**src/rtl/trcc_pkg.sv**
```systemverilog
package trcc_pkg;

   localparam int unsigned CFG_BITS   = 12;
   localparam int unsigned STEP_BITS  = 8;
   localparam int unsigned KEY_BITS   = 8;
   localparam int unsigned MODE_BITS  = 2;
   localparam int unsigned OUT_BITS   = 12;
   localparam int unsigned CSR_INDEX_BITS = 3;
   localparam int unsigned CSR_DATA_BITS  = 48;

   localparam int unsigned PULSE_BITS_DEFAULT = 12;
   // Wide enough for the widest supported level plus one step without wrapping.
   localparam int unsigned CALC_BITS = 17;

   localparam logic [CFG_BITS-1:0] NEUTRAL_RESET = 12'd1500;

   typedef logic [CALC_BITS-1:0] calc_type;
   typedef logic [STEP_BITS-1:0] step_type;

   localparam logic [MODE_BITS-1:0] MODE_MANUAL    = 2'd0;
   localparam logic [MODE_BITS-1:0] MODE_HOVER     = 2'd1;
   localparam logic [MODE_BITS-1:0] MODE_ROLL_LEFT = 2'd2;
   localparam logic [MODE_BITS-1:0] MODE_RESERVED  = 2'd3;

   localparam logic [KEY_BITS-1:0] KEY_FORWARD       = 8'h57;
   localparam logic [KEY_BITS-1:0] KEY_BACK          = 8'h53;
   localparam logic [KEY_BITS-1:0] KEY_FORWARD_LEFT  = 8'h51;
   localparam logic [KEY_BITS-1:0] KEY_FORWARD_RIGHT = 8'h45;
   localparam logic [KEY_BITS-1:0] KEY_BACK_LEFT     = 8'h41;
   localparam logic [KEY_BITS-1:0] KEY_BACK_RIGHT    = 8'h44;
   localparam logic [KEY_BITS-1:0] KEY_STOP          = 8'h50;
   localparam logic [KEY_BITS-1:0] KEY_UP            = 8'h49;
   localparam logic [KEY_BITS-1:0] KEY_DIVE          = 8'h4B;
   localparam logic [KEY_BITS-1:0] KEY_ROLL_LEFT     = 8'h4A;
   localparam logic [KEY_BITS-1:0] KEY_ROLL_RIGHT    = 8'h4C;

   localparam logic [CSR_INDEX_BITS-1:0] REG_REST_PULSE   = 3'd0;
   localparam logic [CSR_INDEX_BITS-1:0] REG_STEER_CENTER = 3'd1;
   localparam logic [CSR_INDEX_BITS-1:0] REG_STEER_LIMITS = 3'd2;
   localparam logic [CSR_INDEX_BITS-1:0] REG_SIDE_LIMITS  = 3'd3;
   localparam logic [CSR_INDEX_BITS-1:0] REG_REAR_LIMITS  = 3'd4;
   localparam logic [CSR_INDEX_BITS-1:0] REG_SLOW_STEPS   = 3'd5;
   localparam logic [CSR_INDEX_BITS-1:0] REG_FAST_STEPS   = 3'd6;

   typedef struct packed {
      logic [11:0] rest_pulse;
      logic [11:0] steer_center;
      logic [23:0] steer_limits;
      logic [47:0] side_limits;
      logic [47:0] rear_limits;
      logic [31:0] slow_steps;
      logic [31:0] fast_steps;
   } cfg_type;

   function automatic calc_type up_to(calc_type lv, step_type step, calc_type tgt);
      calc_type s;
      s = lv + calc_type'(step);
      return (s < tgt) ? s : tgt;
   endfunction

   function automatic calc_type down_to(calc_type lv, step_type step, calc_type tgt);
      calc_type s;
      s = (lv > calc_type'(step)) ? lv - calc_type'(step) : '0;
      return (s > tgt) ? s : tgt;
   endfunction

   function automatic calc_type toward(calc_type lv, step_type step, calc_type tgt);
      if (lv > tgt) return down_to(lv, step, tgt);
      if (lv < tgt) return up_to(lv, step, tgt);
      return lv;
   endfunction

   function automatic calc_type ramp_up(calc_type lv, step_type slow, step_type fast,
                                        calc_type lim, calc_type rest);
      if (lv < rest) return up_to(lv, slow, rest);
      if (lv < lim) return up_to(lv, fast, lim);
      return lv;
   endfunction

   function automatic calc_type ramp_down(calc_type lv, step_type slow, step_type fast,
                                          calc_type lim, calc_type rest);
      if (lv > rest) return down_to(lv, slow, rest);
      if (lv > lim) return down_to(lv, fast, lim);
      return lv;
   endfunction

   function automatic calc_type turn_fwd(calc_type lv, step_type slow, step_type fast,
                                         calc_type tgt, calc_type rest);
      if (lv < rest) return up_to(lv, slow, rest);
      return toward(lv, fast, tgt);
   endfunction

   function automatic calc_type turn_rev(calc_type lv, step_type slow, step_type fast,
                                         calc_type tgt, calc_type rest);
      if (lv > rest) return down_to(lv, slow, rest);
      return toward(lv, fast, tgt);
   endfunction

endpackage

```
**src/rtl/thruster_ramp_command_controller.sv**
```systemverilog
// Ramps the left, right and rear thruster levels and the steering servo level once per
// command beat. A request beat is captured in an input register; when the response
// side is free or its result is being taken, the four levels are updated from it into
// the level registers, which drive the response port. One beat is taken every cycle while
// results are taken, the rate being set by the update loop through the four level
// registers; while a result waits, one further request can still enter the input
// register, after which the request side stalls until the waiting result is taken.
// The pulse outputs carry the low 12 bits of each level, and configuration
// writes take effect from the next update.
module thruster_ramp_command_controller #(
   parameter int unsigned PULSE_BITS = trcc_pkg::PULSE_BITS_DEFAULT
) (
   input  logic                                 clock,
   input  logic                                 reset,
   input  logic                                 req_valid,
   output logic                                 req_ready,
   input  logic [trcc_pkg::MODE_BITS-1:0]       req_mode,
   input  logic [trcc_pkg::KEY_BITS-1:0]        req_left_key,
   input  logic [trcc_pkg::KEY_BITS-1:0]        req_right_key,
   output logic                                 rsp_valid,
   input  logic                                 rsp_ready,
   output logic [trcc_pkg::OUT_BITS-1:0]        rsp_left_pulse,
   output logic [trcc_pkg::OUT_BITS-1:0]        rsp_right_pulse,
   output logic [trcc_pkg::OUT_BITS-1:0]        rsp_rear_pulse,
   output logic [trcc_pkg::OUT_BITS-1:0]        rsp_steer_pulse,
   input  logic                                 csr_write_enable,
   input  logic [trcc_pkg::CSR_INDEX_BITS-1:0]  csr_index,
   input  logic [trcc_pkg::CSR_DATA_BITS-1:0]   csr_write_data
);

   localparam logic [PULSE_BITS-1:0] LEVEL_RESET = PULSE_BITS'(trcc_pkg::NEUTRAL_RESET);

   trcc_pkg::cfg_type cfg;

   logic                             in_valid_ff;
   logic [trcc_pkg::MODE_BITS-1:0]   in_mode_ff;
   logic [trcc_pkg::KEY_BITS-1:0]    in_left_key_ff;
   logic [trcc_pkg::KEY_BITS-1:0]    in_right_key_ff;
   logic                             rsp_valid_ff;
   logic [PULSE_BITS-1:0]            left_level_ff, right_level_ff;
   logic [PULSE_BITS-1:0]            rear_level_ff, steer_level_ff;
   logic [PULSE_BITS-1:0]            left_level_in, right_level_in;
   logic [PULSE_BITS-1:0]            rear_level_in, steer_level_in;
   logic                             advance;

   trcc_csr u_csr (
      .clock            (clock),
      .reset            (reset),
      .csr_write_enable (csr_write_enable),
      .csr_index        (csr_index),
      .csr_write_data   (csr_write_data),
      .cfg              (cfg)
   );

   trcc_update #(
      .PULSE_BITS (PULSE_BITS)
   ) u_update (
      .cfg         (cfg),
      .mode        (in_mode_ff),
      .left_key    (in_left_key_ff),
      .right_key   (in_right_key_ff),
      .left_level  (left_level_ff),
      .right_level (right_level_ff),
      .rear_level  (rear_level_ff),
      .steer_level (steer_level_ff),
      .left_next   (left_level_in),
      .right_next  (right_level_in),
      .rear_next   (rear_level_in),
      .steer_next  (steer_level_in)
   );

   assign advance   = in_valid_ff && (!rsp_valid_ff || rsp_ready);
   assign req_ready = !in_valid_ff || advance;

   always_ff @(posedge clock) begin
      if (reset) begin
         in_valid_ff    <= 1'b0;
         rsp_valid_ff   <= 1'b0;
         left_level_ff  <= LEVEL_RESET;
         right_level_ff <= LEVEL_RESET;
         rear_level_ff  <= LEVEL_RESET;
         steer_level_ff <= LEVEL_RESET;
      end else begin
         if (req_valid && req_ready) begin
            in_valid_ff <= 1'b1;
         end else if (advance) begin
            in_valid_ff <= 1'b0;
         end
         if (advance) begin
            rsp_valid_ff   <= 1'b1;
            left_level_ff  <= left_level_in;
            right_level_ff <= right_level_in;
            rear_level_ff  <= rear_level_in;
            steer_level_ff <= steer_level_in;
         end else if (rsp_ready) begin
            rsp_valid_ff <= 1'b0;
         end
      end
   end

   always_ff @(posedge clock) begin
      if (req_valid && req_ready) begin
         in_mode_ff      <= req_mode;
         in_left_key_ff  <= req_left_key;
         in_right_key_ff <= req_right_key;
      end
   end

   assign rsp_valid       = rsp_valid_ff;
   assign rsp_left_pulse  = trcc_pkg::OUT_BITS'(left_level_ff);
   assign rsp_right_pulse = trcc_pkg::OUT_BITS'(right_level_ff);
   assign rsp_rear_pulse  = trcc_pkg::OUT_BITS'(rear_level_ff);
   assign rsp_steer_pulse = trcc_pkg::OUT_BITS'(steer_level_ff);

   // The levels double as the response payload, so they may move only with a new result.
   a_levels_hold: assert property (@(posedge clock) disable iff (reset)
      !advance |=> $stable(left_level_ff) && $stable(right_level_ff)
                   && $stable(rear_level_ff) && $stable(steer_level_ff))
      else $error("levels changed without a new result");

   a_stall_cause: assert property (@(posedge clock) disable iff (reset)
      in_valid_ff && !req_ready |-> rsp_valid_ff && !rsp_ready)
      else $error("request stalled while the response side was free");

   a_reserved_mode: assert property (@(posedge clock) disable iff (reset)
      advance && (in_mode_ff == trcc_pkg::MODE_RESERVED)
      |=> $stable(left_level_ff) && $stable(right_level_ff)
          && $stable(rear_level_ff) && $stable(steer_level_ff))
      else $error("reserved mode altered a level");

endmodule

```
**src/rtl/trcc_csr.sv**
```systemverilog
module trcc_csr (
   input  logic                                 clock,
   input  logic                                 reset,
   input  logic                                 csr_write_enable,
   input  logic [trcc_pkg::CSR_INDEX_BITS-1:0]  csr_index,
   input  logic [trcc_pkg::CSR_DATA_BITS-1:0]   csr_write_data,
   output trcc_pkg::cfg_type                    cfg
);

   trcc_pkg::cfg_type cfg_ff;

   always_ff @(posedge clock) begin
      if (reset) begin
         cfg_ff <= '{rest_pulse:   trcc_pkg::NEUTRAL_RESET,
                     steer_center: trcc_pkg::NEUTRAL_RESET,
                     steer_limits: '0,
                     side_limits:  '0,
                     rear_limits:  '0,
                     slow_steps:   '0,
                     fast_steps:   '0};
      end else if (csr_write_enable) begin
         unique case (csr_index)
            trcc_pkg::REG_REST_PULSE:   cfg_ff.rest_pulse   <= csr_write_data[11:0];
            trcc_pkg::REG_STEER_CENTER: cfg_ff.steer_center <= csr_write_data[11:0];
            trcc_pkg::REG_STEER_LIMITS: cfg_ff.steer_limits <= csr_write_data[23:0];
            trcc_pkg::REG_SIDE_LIMITS:  cfg_ff.side_limits  <= csr_write_data[47:0];
            trcc_pkg::REG_REAR_LIMITS:  cfg_ff.rear_limits  <= csr_write_data[47:0];
            trcc_pkg::REG_SLOW_STEPS:   cfg_ff.slow_steps   <= csr_write_data[31:0];
            trcc_pkg::REG_FAST_STEPS:   cfg_ff.fast_steps   <= csr_write_data[31:0];
            default: ;
         endcase
      end
   end

   assign cfg = cfg_ff;

endmodule

```
**src/rtl/trcc_update.sv**
```systemverilog
module trcc_update #(
   parameter int unsigned PULSE_BITS = trcc_pkg::PULSE_BITS_DEFAULT
) (
   input  trcc_pkg::cfg_type                  cfg,
   input  logic [trcc_pkg::MODE_BITS-1:0]     mode,
   input  logic [trcc_pkg::KEY_BITS-1:0]      left_key,
   input  logic [trcc_pkg::KEY_BITS-1:0]      right_key,
   input  logic [PULSE_BITS-1:0]              left_level,
   input  logic [PULSE_BITS-1:0]              right_level,
   input  logic [PULSE_BITS-1:0]              rear_level,
   input  logic [PULSE_BITS-1:0]              steer_level,
   output logic [PULSE_BITS-1:0]              left_next,
   output logic [PULSE_BITS-1:0]              right_next,
   output logic [PULSE_BITS-1:0]              rear_next,
   output logic [PULSE_BITS-1:0]              steer_next
);

   trcc_pkg::calc_type lv, rv, ev, sv;
   trcc_pkg::calc_type lv_n, rv_n, ev_n, sv_n;
   trcc_pkg::calc_type rest, center, steer_left_tgt, steer_right_tgt;
   trcc_pkg::calc_type left_max, left_min, right_max, right_min;
   trcc_pkg::calc_type rear_max, rear_min, fwd_turn, rev_turn;
   trcc_pkg::step_type ls, rs, es, ss, lf, rf, ef, sf;

   assign lv = trcc_pkg::calc_type'(left_level);
   assign rv = trcc_pkg::calc_type'(right_level);
   assign ev = trcc_pkg::calc_type'(rear_level);
   assign sv = trcc_pkg::calc_type'(steer_level);

   assign rest            = trcc_pkg::calc_type'(cfg.rest_pulse);
   assign center          = trcc_pkg::calc_type'(cfg.steer_center);
   assign steer_left_tgt  = trcc_pkg::calc_type'(cfg.steer_limits[11:0]);
   assign steer_right_tgt = trcc_pkg::calc_type'(cfg.steer_limits[23:12]);
   assign left_max        = trcc_pkg::calc_type'(cfg.side_limits[11:0]);
   assign left_min        = trcc_pkg::calc_type'(cfg.side_limits[23:12]);
   assign right_max       = trcc_pkg::calc_type'(cfg.side_limits[35:24]);
   assign right_min       = trcc_pkg::calc_type'(cfg.side_limits[47:36]);
   assign rear_max        = trcc_pkg::calc_type'(cfg.rear_limits[11:0]);
   assign rear_min        = trcc_pkg::calc_type'(cfg.rear_limits[23:12]);
   assign fwd_turn        = trcc_pkg::calc_type'(cfg.rear_limits[35:24]);
   assign rev_turn        = trcc_pkg::calc_type'(cfg.rear_limits[47:36]);

   assign ls = cfg.slow_steps[7:0];
   assign rs = cfg.slow_steps[15:8];
   assign es = cfg.slow_steps[23:16];
   assign ss = cfg.slow_steps[31:24];
   assign lf = cfg.fast_steps[7:0];
   assign rf = cfg.fast_steps[15:8];
   assign ef = cfg.fast_steps[23:16];
   assign sf = cfg.fast_steps[31:24];

   always_comb begin
      lv_n = lv;
      rv_n = rv;
      ev_n = ev;
      sv_n = sv;
      unique case (mode)
         trcc_pkg::MODE_MANUAL: begin
            unique case (left_key)
               trcc_pkg::KEY_FORWARD: begin
                  ev_n = trcc_pkg::ramp_up(ev, es, ef, rear_max, rest);
                  sv_n = trcc_pkg::toward(sv, ss, center);
               end
               trcc_pkg::KEY_BACK: begin
                  ev_n = trcc_pkg::ramp_down(ev, es, ef, rear_min, rest);
                  sv_n = trcc_pkg::toward(sv, ss, center);
               end
               trcc_pkg::KEY_FORWARD_LEFT: begin
                  ev_n = trcc_pkg::turn_fwd(ev, es, ef, fwd_turn, rest);
                  if (sv > steer_left_tgt) sv_n = trcc_pkg::down_to(sv, sf, steer_left_tgt);
               end
               trcc_pkg::KEY_FORWARD_RIGHT: begin
                  ev_n = trcc_pkg::turn_fwd(ev, es, ef, fwd_turn, rest);
                  if (sv < steer_right_tgt) sv_n = trcc_pkg::up_to(sv, sf, steer_right_tgt);
               end
               trcc_pkg::KEY_BACK_LEFT: begin
                  ev_n = trcc_pkg::turn_rev(ev, es, ef, rev_turn, rest);
                  if (sv > steer_left_tgt) sv_n = trcc_pkg::down_to(sv, sf, steer_left_tgt);
               end
               trcc_pkg::KEY_BACK_RIGHT: begin
                  ev_n = trcc_pkg::turn_rev(ev, es, ef, rev_turn, rest);
                  if (sv < steer_right_tgt) sv_n = trcc_pkg::up_to(sv, sf, steer_right_tgt);
               end
               trcc_pkg::KEY_STOP: begin
                  ev_n = trcc_pkg::toward(ev, es, rest);
                  sv_n = trcc_pkg::toward(sv, ss, center);
               end
               default: ;
            endcase
            unique case (right_key)
               trcc_pkg::KEY_UP: begin
                  lv_n = trcc_pkg::ramp_up(lv, ls, lf, left_max, rest);
                  rv_n = trcc_pkg::ramp_up(rv, rs, rf, right_max, rest);
               end
               trcc_pkg::KEY_DIVE: begin
                  lv_n = trcc_pkg::ramp_down(lv, ls, lf, left_min, rest);
                  rv_n = trcc_pkg::ramp_down(rv, rs, rf, right_min, rest);
               end
               trcc_pkg::KEY_ROLL_LEFT: begin
                  lv_n = trcc_pkg::ramp_down(lv, ls, lf, left_min, rest);
                  rv_n = trcc_pkg::ramp_up(rv, rs, rf, right_max, rest);
               end
               trcc_pkg::KEY_ROLL_RIGHT: begin
                  lv_n = trcc_pkg::ramp_up(lv, ls, lf, left_max, rest);
                  rv_n = trcc_pkg::ramp_down(rv, rs, rf, right_min, rest);
               end
               trcc_pkg::KEY_STOP: begin
                  lv_n = trcc_pkg::toward(lv, ls, rest);
                  rv_n = trcc_pkg::toward(rv, rs, rest);
               end
               default: ;
            endcase
         end
         trcc_pkg::MODE_HOVER: begin
            lv_n = trcc_pkg::toward(lv, ls, rest);
            rv_n = trcc_pkg::toward(rv, rs, rest);
            ev_n = trcc_pkg::toward(ev, es, rest);
            sv_n = trcc_pkg::toward(sv, ss, center);
         end
         trcc_pkg::MODE_ROLL_LEFT: begin
            lv_n = trcc_pkg::ramp_down(lv, ls, lf, left_min, rest);
            rv_n = trcc_pkg::ramp_up(rv, rs, rf, right_max, rest);
         end
         default: ;
      endcase
   end

   assign left_next  = PULSE_BITS'(lv_n);
   assign right_next = PULSE_BITS'(rv_n);
   assign rear_next  = PULSE_BITS'(ev_n);
   assign steer_next = PULSE_BITS'(sv_n);

endmodule
```
**config.mk**
```make
export PLATFORM = sky130hd
export DESIGN_NAME = thruster_ramp_command_controller
export DESIGN_NICKNAME = d
export VERILOG_FILES = /design/src/rtl/trcc_pkg.sv /design/src/rtl/thruster_ramp_command_controller.sv /design/src/rtl/trcc_csr.sv /design/src/rtl/trcc_update.sv
export SDC_FILE = /design/constraint.sdc
export NUM_CORES = 2
export LEC_CHECK = 0
export ABC_AREA = 1
export BUFFER_PORTS_ARGS = -buffer_cell sky130_fd_sc_hd__buf_2
export CORE_MARGIN = 8
export CORE_UTILIZATION = 35
export CTS_BUF_LIST = sky130_fd_sc_hd__clkbuf_4 sky130_fd_sc_hd__clkbuf_8 sky130_fd_sc_hd__clkbuf_16
export CTS_CLUSTER_SIZE = 8
export DETAILED_ROUTE_END_ITERATION = 6
export PLACE_DENSITY = 0.56
export SLEW_MARGIN = 20
export SYNTH_ARGS = -nofsm -noshare
export SYNTH_HDL_FRONTEND = slang
export SYNTH_HIERARCHICAL = 1
export SYNTH_SLANG_ARGS = --single-unit
```
**constraint.sdc**
```tcl
create_clock -name clock -period 6 [get_ports clock]
set_clock_uncertainty 0.05 [all_clocks]
set_input_delay 0.3 -clock clock [delete_from_list [all_inputs] [get_ports clock]]
set_output_delay 0.3 -clock clock [all_outputs]
set_load 0.02 [all_outputs]
```
# --- After elaboration in Yosys (flattened, before gate mapping) ---
# Cells that the tools add are included.
word_totals:
  elab_cells: 427
  in_bits: 74
  register_bits: 276
op_classes:
  n_addsub: 16
  n_reduce_logical: 25
  eq_ne: 51
  muxes: 271
  n_lt_le_gt_ge: 48
ops:
  columns: ["cell", "count"]
  rows:
  - ["2-to-1 mux 12 bit", 99]
  - ["case mux 12 bit (5 select lines)", 3]
  - ["> comparator 17 x 12 -> 1 bit", 10]
  - ["2-to-1 mux 1 bit", 156]
  - ["2-to-1 mux 17 bit", 8]
  - ["less-than comparator 13 x 12 -> 1 bit", 10]
  - ["> comparator 12 bit", 10]
  - ["less-than comparator 12 bit", 10]
  - ["adder 12 x 8 -> 13 bit", 8]
  - ["subtractor 12 x 8 -> 13 bit", 8]
  - ["== test 8 x 7 -> 1 bit (second input constant)", 12]
  - ["> comparator 12 x 8 -> 1 bit", 8]
  - ["case mux 12 bit (7 select lines)", 1]
  - ["case mux 12 bit (3 select lines)", 2]
  - ["inequality test 4 x 2 -> 1 bit (second input constant)", 16]
  - ["case mux 12 bit (2 select lines)", 2]
  - ["inequality test 5 x 2 -> 1 bit (second input constant)", 4]
  - ["AND reduction 10 bit", 2]
  - ["inequality test 3 x 1 -> 1 bit (second input constant)", 6]
  - ["AND reduction 2 bit", 7]
  - ["AND reduction 11 bit", 1]
  - ["== test 3 bit (second input constant)", 3]
  - ["AND reduction 9 bit", 1]
  - ["inequality test 8 bit (second input constant)", 1]
  - ["other kinds (15)", 23]

# --- Longest topological paths before layout ---
logic_depth:
  depth_word: 16
  ltp_mapped: 39
  depth_no_buf: 38

# --- Hierarchy ---
# Netlist, hierarchy kept.
by_module_without_submodules:
  columns: ["mod", "area_each_um2", "cells_per_inst", "n_inst", "seq_area_each_um2"]
  rows:
  - ["trcc_update", 23694.0, 4095, 1, 0.0]
  - ["trcc_csr", 8194.1, 1183, 1, 4164.0]
  - ["thruster_ramp_command_controller", 2546.2, 285, 1, 1541.5]

# --- Worst setup path after synthesis ---
# OpenSTA, ideal clock, no wires.
synth_timing:
  kind: "register -> register"
  start: "register steer_level_ff[1], in the netlist rsp_steer_pulse[1]"
  end: "register steer_level_ff[1], in the netlist rsp_steer_pulse[1]"
  t_arrival_ns: 4.341
  path_buffers: 2
  slack_ns: 1.492
  period_less_slack_ns: 4.508
  setup_ns: 0.118
  path_stages_with_launch: 36
  required_ns: 5.832
  path_cell_list: "dfxtp_1 -> ha_1 -> nand3_1 -> nand3_1 -> nand2_1 -> nand2_1 -> a21oi_1 -> nor2_1 -> nor2_1 -> o21bai_1 -> nand2_1 -> nand3_2 -> o21a_2 -> inv_1 -> buf_2 -> nor2_1 -> ha_1 -> nand2_1 -> nor2_1 -> nand3_1 -> nand3_1 -> a21oi_1 -> o21ai_0 -> a21oi_1 -> o21bai_1 -> nand2_2 -> buf_4 -> o21ai_0 -> nand3_1 -> o2111ai_1 -> nand2_1 -> nand2_1 -> inv_1 -> nand3_1 -> nand2_1 -> nor2_1"
synth_between:
  elab_chain_cells: 10
  elab_cells_between_ends: 61
synth_rtl:
  columns: ["element", "line_no", "source"]
  rows:
  - ["start, declared", "thruster_ramp_command_controller.sv:41", "logic [PULSE_BITS-1:0] rear_level_ff, steer_level_ff;"]
  - ["start signal, assigned", "thruster_ramp_command_controller.sv:94", "steer_level_ff <= steer_level_in;"]
  - ["subtractor 12 x 8 -> 13 bit / > comparator 12 x 8 -> 1 bit (equally long branches)", "trcc_pkg.sv:63", "s = (lv > calc_type'(step)) ? lv - calc_type'(step) : '0;"]
  - ["2-to-1 mux 17 bit", "trcc_pkg.sv:63", null]
  - ["> comparator 17 x 12 -> 1 bit", "trcc_pkg.sv:64", "return (s > tgt) ? s : tgt;"]
  - ["2-to-1 mux 12 bit", "trcc_pkg.sv:64", null]
  - ["2-to-1 mux 12 bit", "trcc_pkg.sv:68", "if (lv > tgt) return down_to(lv, step, tgt);"]
  - ["2-to-1 mux 12 bit", "trcc_pkg.sv:69", "if (lv < tgt) return up_to(lv, step, tgt);"]
  - ["2-to-1 mux 12 bit", "trcc_pkg.sv:70", "return lv;"]
  - ["2-to-1 mux 12 bit", "trcc_pkg.sv:69", null]
  - ["case mux 12 bit (5 select lines)", "trcc_update.sv:59", "unique case (left_key)"]
  - ["case mux 12 bit (2 select lines) *", "trcc_update.sv:57", "unique case (mode)"]
  - ["via steer_level_in[1]", "thruster_ramp_command_controller.sv:43", "logic [PULSE_BITS-1:0] rear_level_in, steer_level_in;"]
# The timed path passes the listed nets; every way through them passes the cells marked *. The select of a mux whose other input is x is not followed.
# A chain may end at the register's enable or synchronous reset.

# --- Worst setup path after layout ---
layout_timing:
  start: "register steer_level_ff[1], in the netlist rsp_steer_pulse[1]"
  end: "register steer_level_ff[7], in the netlist rsp_steer_pulse[7]"
# Same word-level chain as after synthesis.

==> key figures <==
Global route
  – First-pass GRT wire length: 222000 um
  – Total gr overflow: 0
  – Number of global-route vias before repair: 35800
  – GRT Total Usage: 0.264
  – Initial antenna violation count: 1
  – Largest net degree at the start of global routing: 81

Hold path
  – Worst min path class: in2reg

Yosys
  – Ys Warns: 6
  – Syn avg cell area: around 6.2 um^2
  – Mapped Cells: 5563
  – Mapped Area: around 34000 um^2
  – EDFF count, synth: 18
  – Register area share after synthesis: 0.166
  – #FFs+latches synth: 276
  – Unique masters post-synth: 73
  – Ys flop type: dfxtp_1
  – Post-synth ARST share: 0
  – Syn_nets: 6172

Place
  – Port bufs: 123
  – Placed instance count: 6843
  – Placed cell area: 36300 um^2
  – GPL Wtd Cong: 0.980
  – Post-DP HPWL: around 110000 um

Power and ir drop
  – Worst VDD drop: 0.194 mV
  – Cell area power density: 229 nW/um^2
  – Lkg Pwr: 17.8 nW

Floorplan
  – Core area: 98000 um^2
  – Std-Cell Rows: between 100 and 150
  – Die footprint: 109000 um^2
  – Die W: 330 um
  – Initial Util: 0.351
  – Die Y: 330 um
  – I/O pin total: 124

Clock network
  – Total clock sinks: around 280
  – # H-tree levels: 2
  – Max Buffers Root-to-Sink: 3
  – CTS Buf Count: between 40 and 50
  – Clk pin slew, worst setup/hold paths: roughly 60 ps
  – TritonCTS clock tree: done
  – Clk_lat worst skew: 600 ps
  – CTS Root Cell: clkbuf_16

Setup path
  – Crit start category: register
  – WS Path Type: reg2reg
  – WP buf/inv: 2
  – Worst setup EP type: register
  – Crit Path Max Fanout: 16
  – Worst EP required: 6480 ps
  – Worst path slowest cell: dfxtp_1
  – Crit path DAT: 5950 ps
  – CP peak stage delay: around 650 ps
  – Most used cell along the critical path: nand2_1
  – Largest delay contributor family on the critical path: simple AND/OR/NAND/NOR gates

Finish
  – Area occupied by multi-input gates: 25100 um^2
  – Sequential cell area: 5710 um^2
  – Design Area, Final: 37900 um^2
  – Layout area overhead: 10.0%
  – Post-layout net count: 6237
  – Non-filler cells, final: 6931
  – # diodes: 0
  – Fillers: 10800
  – Share of cells above drive strength 1: 0.0723

STA
  – Hold Fails Final Rpt: 0
  – Rel. slew slack: 0.252
  – FMAX: around 180 MHz
  – Fin crit share: 0.911
  – RSZ-0062 raised after global routing: no
  – Slew Limit Fails: 0
  – Post-layout min period: 5460 ps
  – Worst slew pin tran: roughly 1100 ps
  – Hold Worst Slack: 16.9 ps
  – Setup-failing EPs final: 0
  – Setup TNS: 0 ps

Route
  – DRC: 0
  – Vias/cell: 5.50
  – ANT nets after route: 0
  – 1st-pass router iterations: 6
  – Total wire length: roughly 150000 um
  – Vias: roughly 38000
  – DR WL/cell: between 20 and 25 um
  – Starting DRT DRC Count: approximately 4100

Outcome
  – Status: finished, final reports clean

Flow run
  – Max-Cap Viols: 0
-- tightest hold or removal path, stage by stage --
cell and delay [ps]:
buf_2 90, inv_1 50, nand3_1 80, nand2_1 50, nor2_1 70
-- layout by cell type (no fill, tap or decap), drive strengths merged, types with 5 or more instances in the layout --
cell type and count:
edfxtp 18, nand4 59, buf 231, nor3 43, fa 16, nand2 1213, xnor2 12, o21a 12
a21boi 8, o21bai 22, clkbuf 54, a21o 6, ha 519, a21oi 449, o221ai 5, o31ai 11
o22ai 5, or2 14, a221oi 7, nor2 765, nand3 524, a22oi 8, and2 12, dlygate4sd3 28
a31oi 16, o211ai 79, clkinv 14, inv 657, o2111ai 6, o21ai 415, a211oi 16, dfxtp 258
xor2 106, nor4 10
-- path summary, 6_finish.rpt --
| check | from | to | slack [ps] | cells after the start |
|---|---|---|---|---|
| setup / recovery | rsp_steer_pulse[1] | rsp_steer_pulse[7] | 540 | 32 |
| setup reg to reg | rsp_steer_pulse[1] | rsp_steer_pulse[7] | 540 | 32 |
| hold / removal | csr_write_data[36] | u_csr/cfg[100] | 20 | 5 |
| hold reg to reg | u_csr/cfg[194] | u_csr/cfg[194] | 430 | 2 |
-- layer usage --
metal  vias up  part of all wire  GRT usage
met4         0             0.052      0.120
met2      1642              0.44      0.426
met5         -                 0          0
li1      18600                 -          -
met1     17600              0.44      0.349
met3       338             0.073     0.0322
-- final cells by class --
class / count / share of cell area
clock buffers: 54 / 0.0307
well taps: 1287 / 0.0425
inverters: 667 / 0.0664
flip-flops and latches: 276 / 0.151
repair buffers: 259 / 0.0450
clock inverters: 6 / 0.00261
multi-input cells: 4382 / 0.662
-- logic make-up (layout without fill, tap and decap cells) --
kind of cell,Yosys count,in the layout,share of synthesized area
AO/OA/AOI/OAI,1080,1080,0.175
XOR/XNOR,118,118,0.0300
adder cells (fa/ha/maj),535,535,0.198
buffers and inverters,905,986,0.108
flip-flops,276,276,0.166
AND/OR/NAND/NOR,2649,2649,0.324
-- registers in the layout, summed over array words and instances, names as in the netlist --
| register | count |
|---|---|
| rsp_valid | 1 |
| in_valid_ff | 1 |
| u_csr/cfg | 208 |
| in_right_key_ff | 8 |
| rsp_steer_pulse | 12 |
| in_left_key_ff | 8 |
| rsp_left_pulse | 12 |
| rsp_right_pulse | 12 |
| rsp_rear_pulse | 12 |
| in_mode_ff | 2 |
-- cell usage after synthesis (8+ instances only) --
library cell,n,area share
buf_1,14,0.0015
nand2_1,1190,0.13
clkbuf_1,102,0.011
o21ai_0,334,0.049
nor4_1,9,0.0016
nand3_1,516,0.075
inv_2,24,0.0026
a31oi_1,15,0.0027
edfxtp_1,18,0.016
fa_1,16,0.0093
xor2_1,106,0.027
buf_4,25,0.0055
xnor2_1,12,0.0031
nand2_2,19,0.0035
nand4_1,57,0.010
and2_1,12,0.0022
o21a_1,11,0.0024
clkinv_1,10,0.0011
o31ai_1,10,0.0022
ha_1,519,0.19
buf_6,14,0.0046
nor3_1,37,0.0054
dfxtp_1,258,0.15
a21oi_1,446,0.065
o21ai_1,78,0.011
o211ai_1,79,0.017
a211oi_1,16,0.0035
nor2_1,756,0.082
inv_1,632,0.069
or2_2,14,0.0025
o21bai_1,20,0.0044
a22oi_1,8,0.0017
buf_2,80,0.012
-- power breakdown --
| group | internal (mW) | total, mW | switching [mW] |
|---|---|---|---|
| Combinational | 1.32 | 4.23 | 2.91 |
| Sequential | 1.94 | 2.06 | 0.116 |
| Clock | 1.43 | 2.41 | 0.972 |
| Total | 4.70 | 8.69 | 3.99 |
-- timing repair --
item / CTS / global route
setup buffers: 0 / 0
hold endpoints to repair: 34 / 0
hold buffers: 28 / 0
setup endpoints to repair: 0 / 1
resized for setup: 0 / 1
-- through the flow --
step | worst slack [ps] | power [mW] | util
after floorplan | 1490 | 4.96 | -
after global placement | 681 | 6.16 | 0.371
after detailed placement | 648 | 6.17 | 0.371
after CTS | 617 | 8.63 | 0.387
after global routing | 35.2 | 9.26 | 0.387
final | 536 | 8.69 | 0.387
Power figures use the tool's default switching activity.
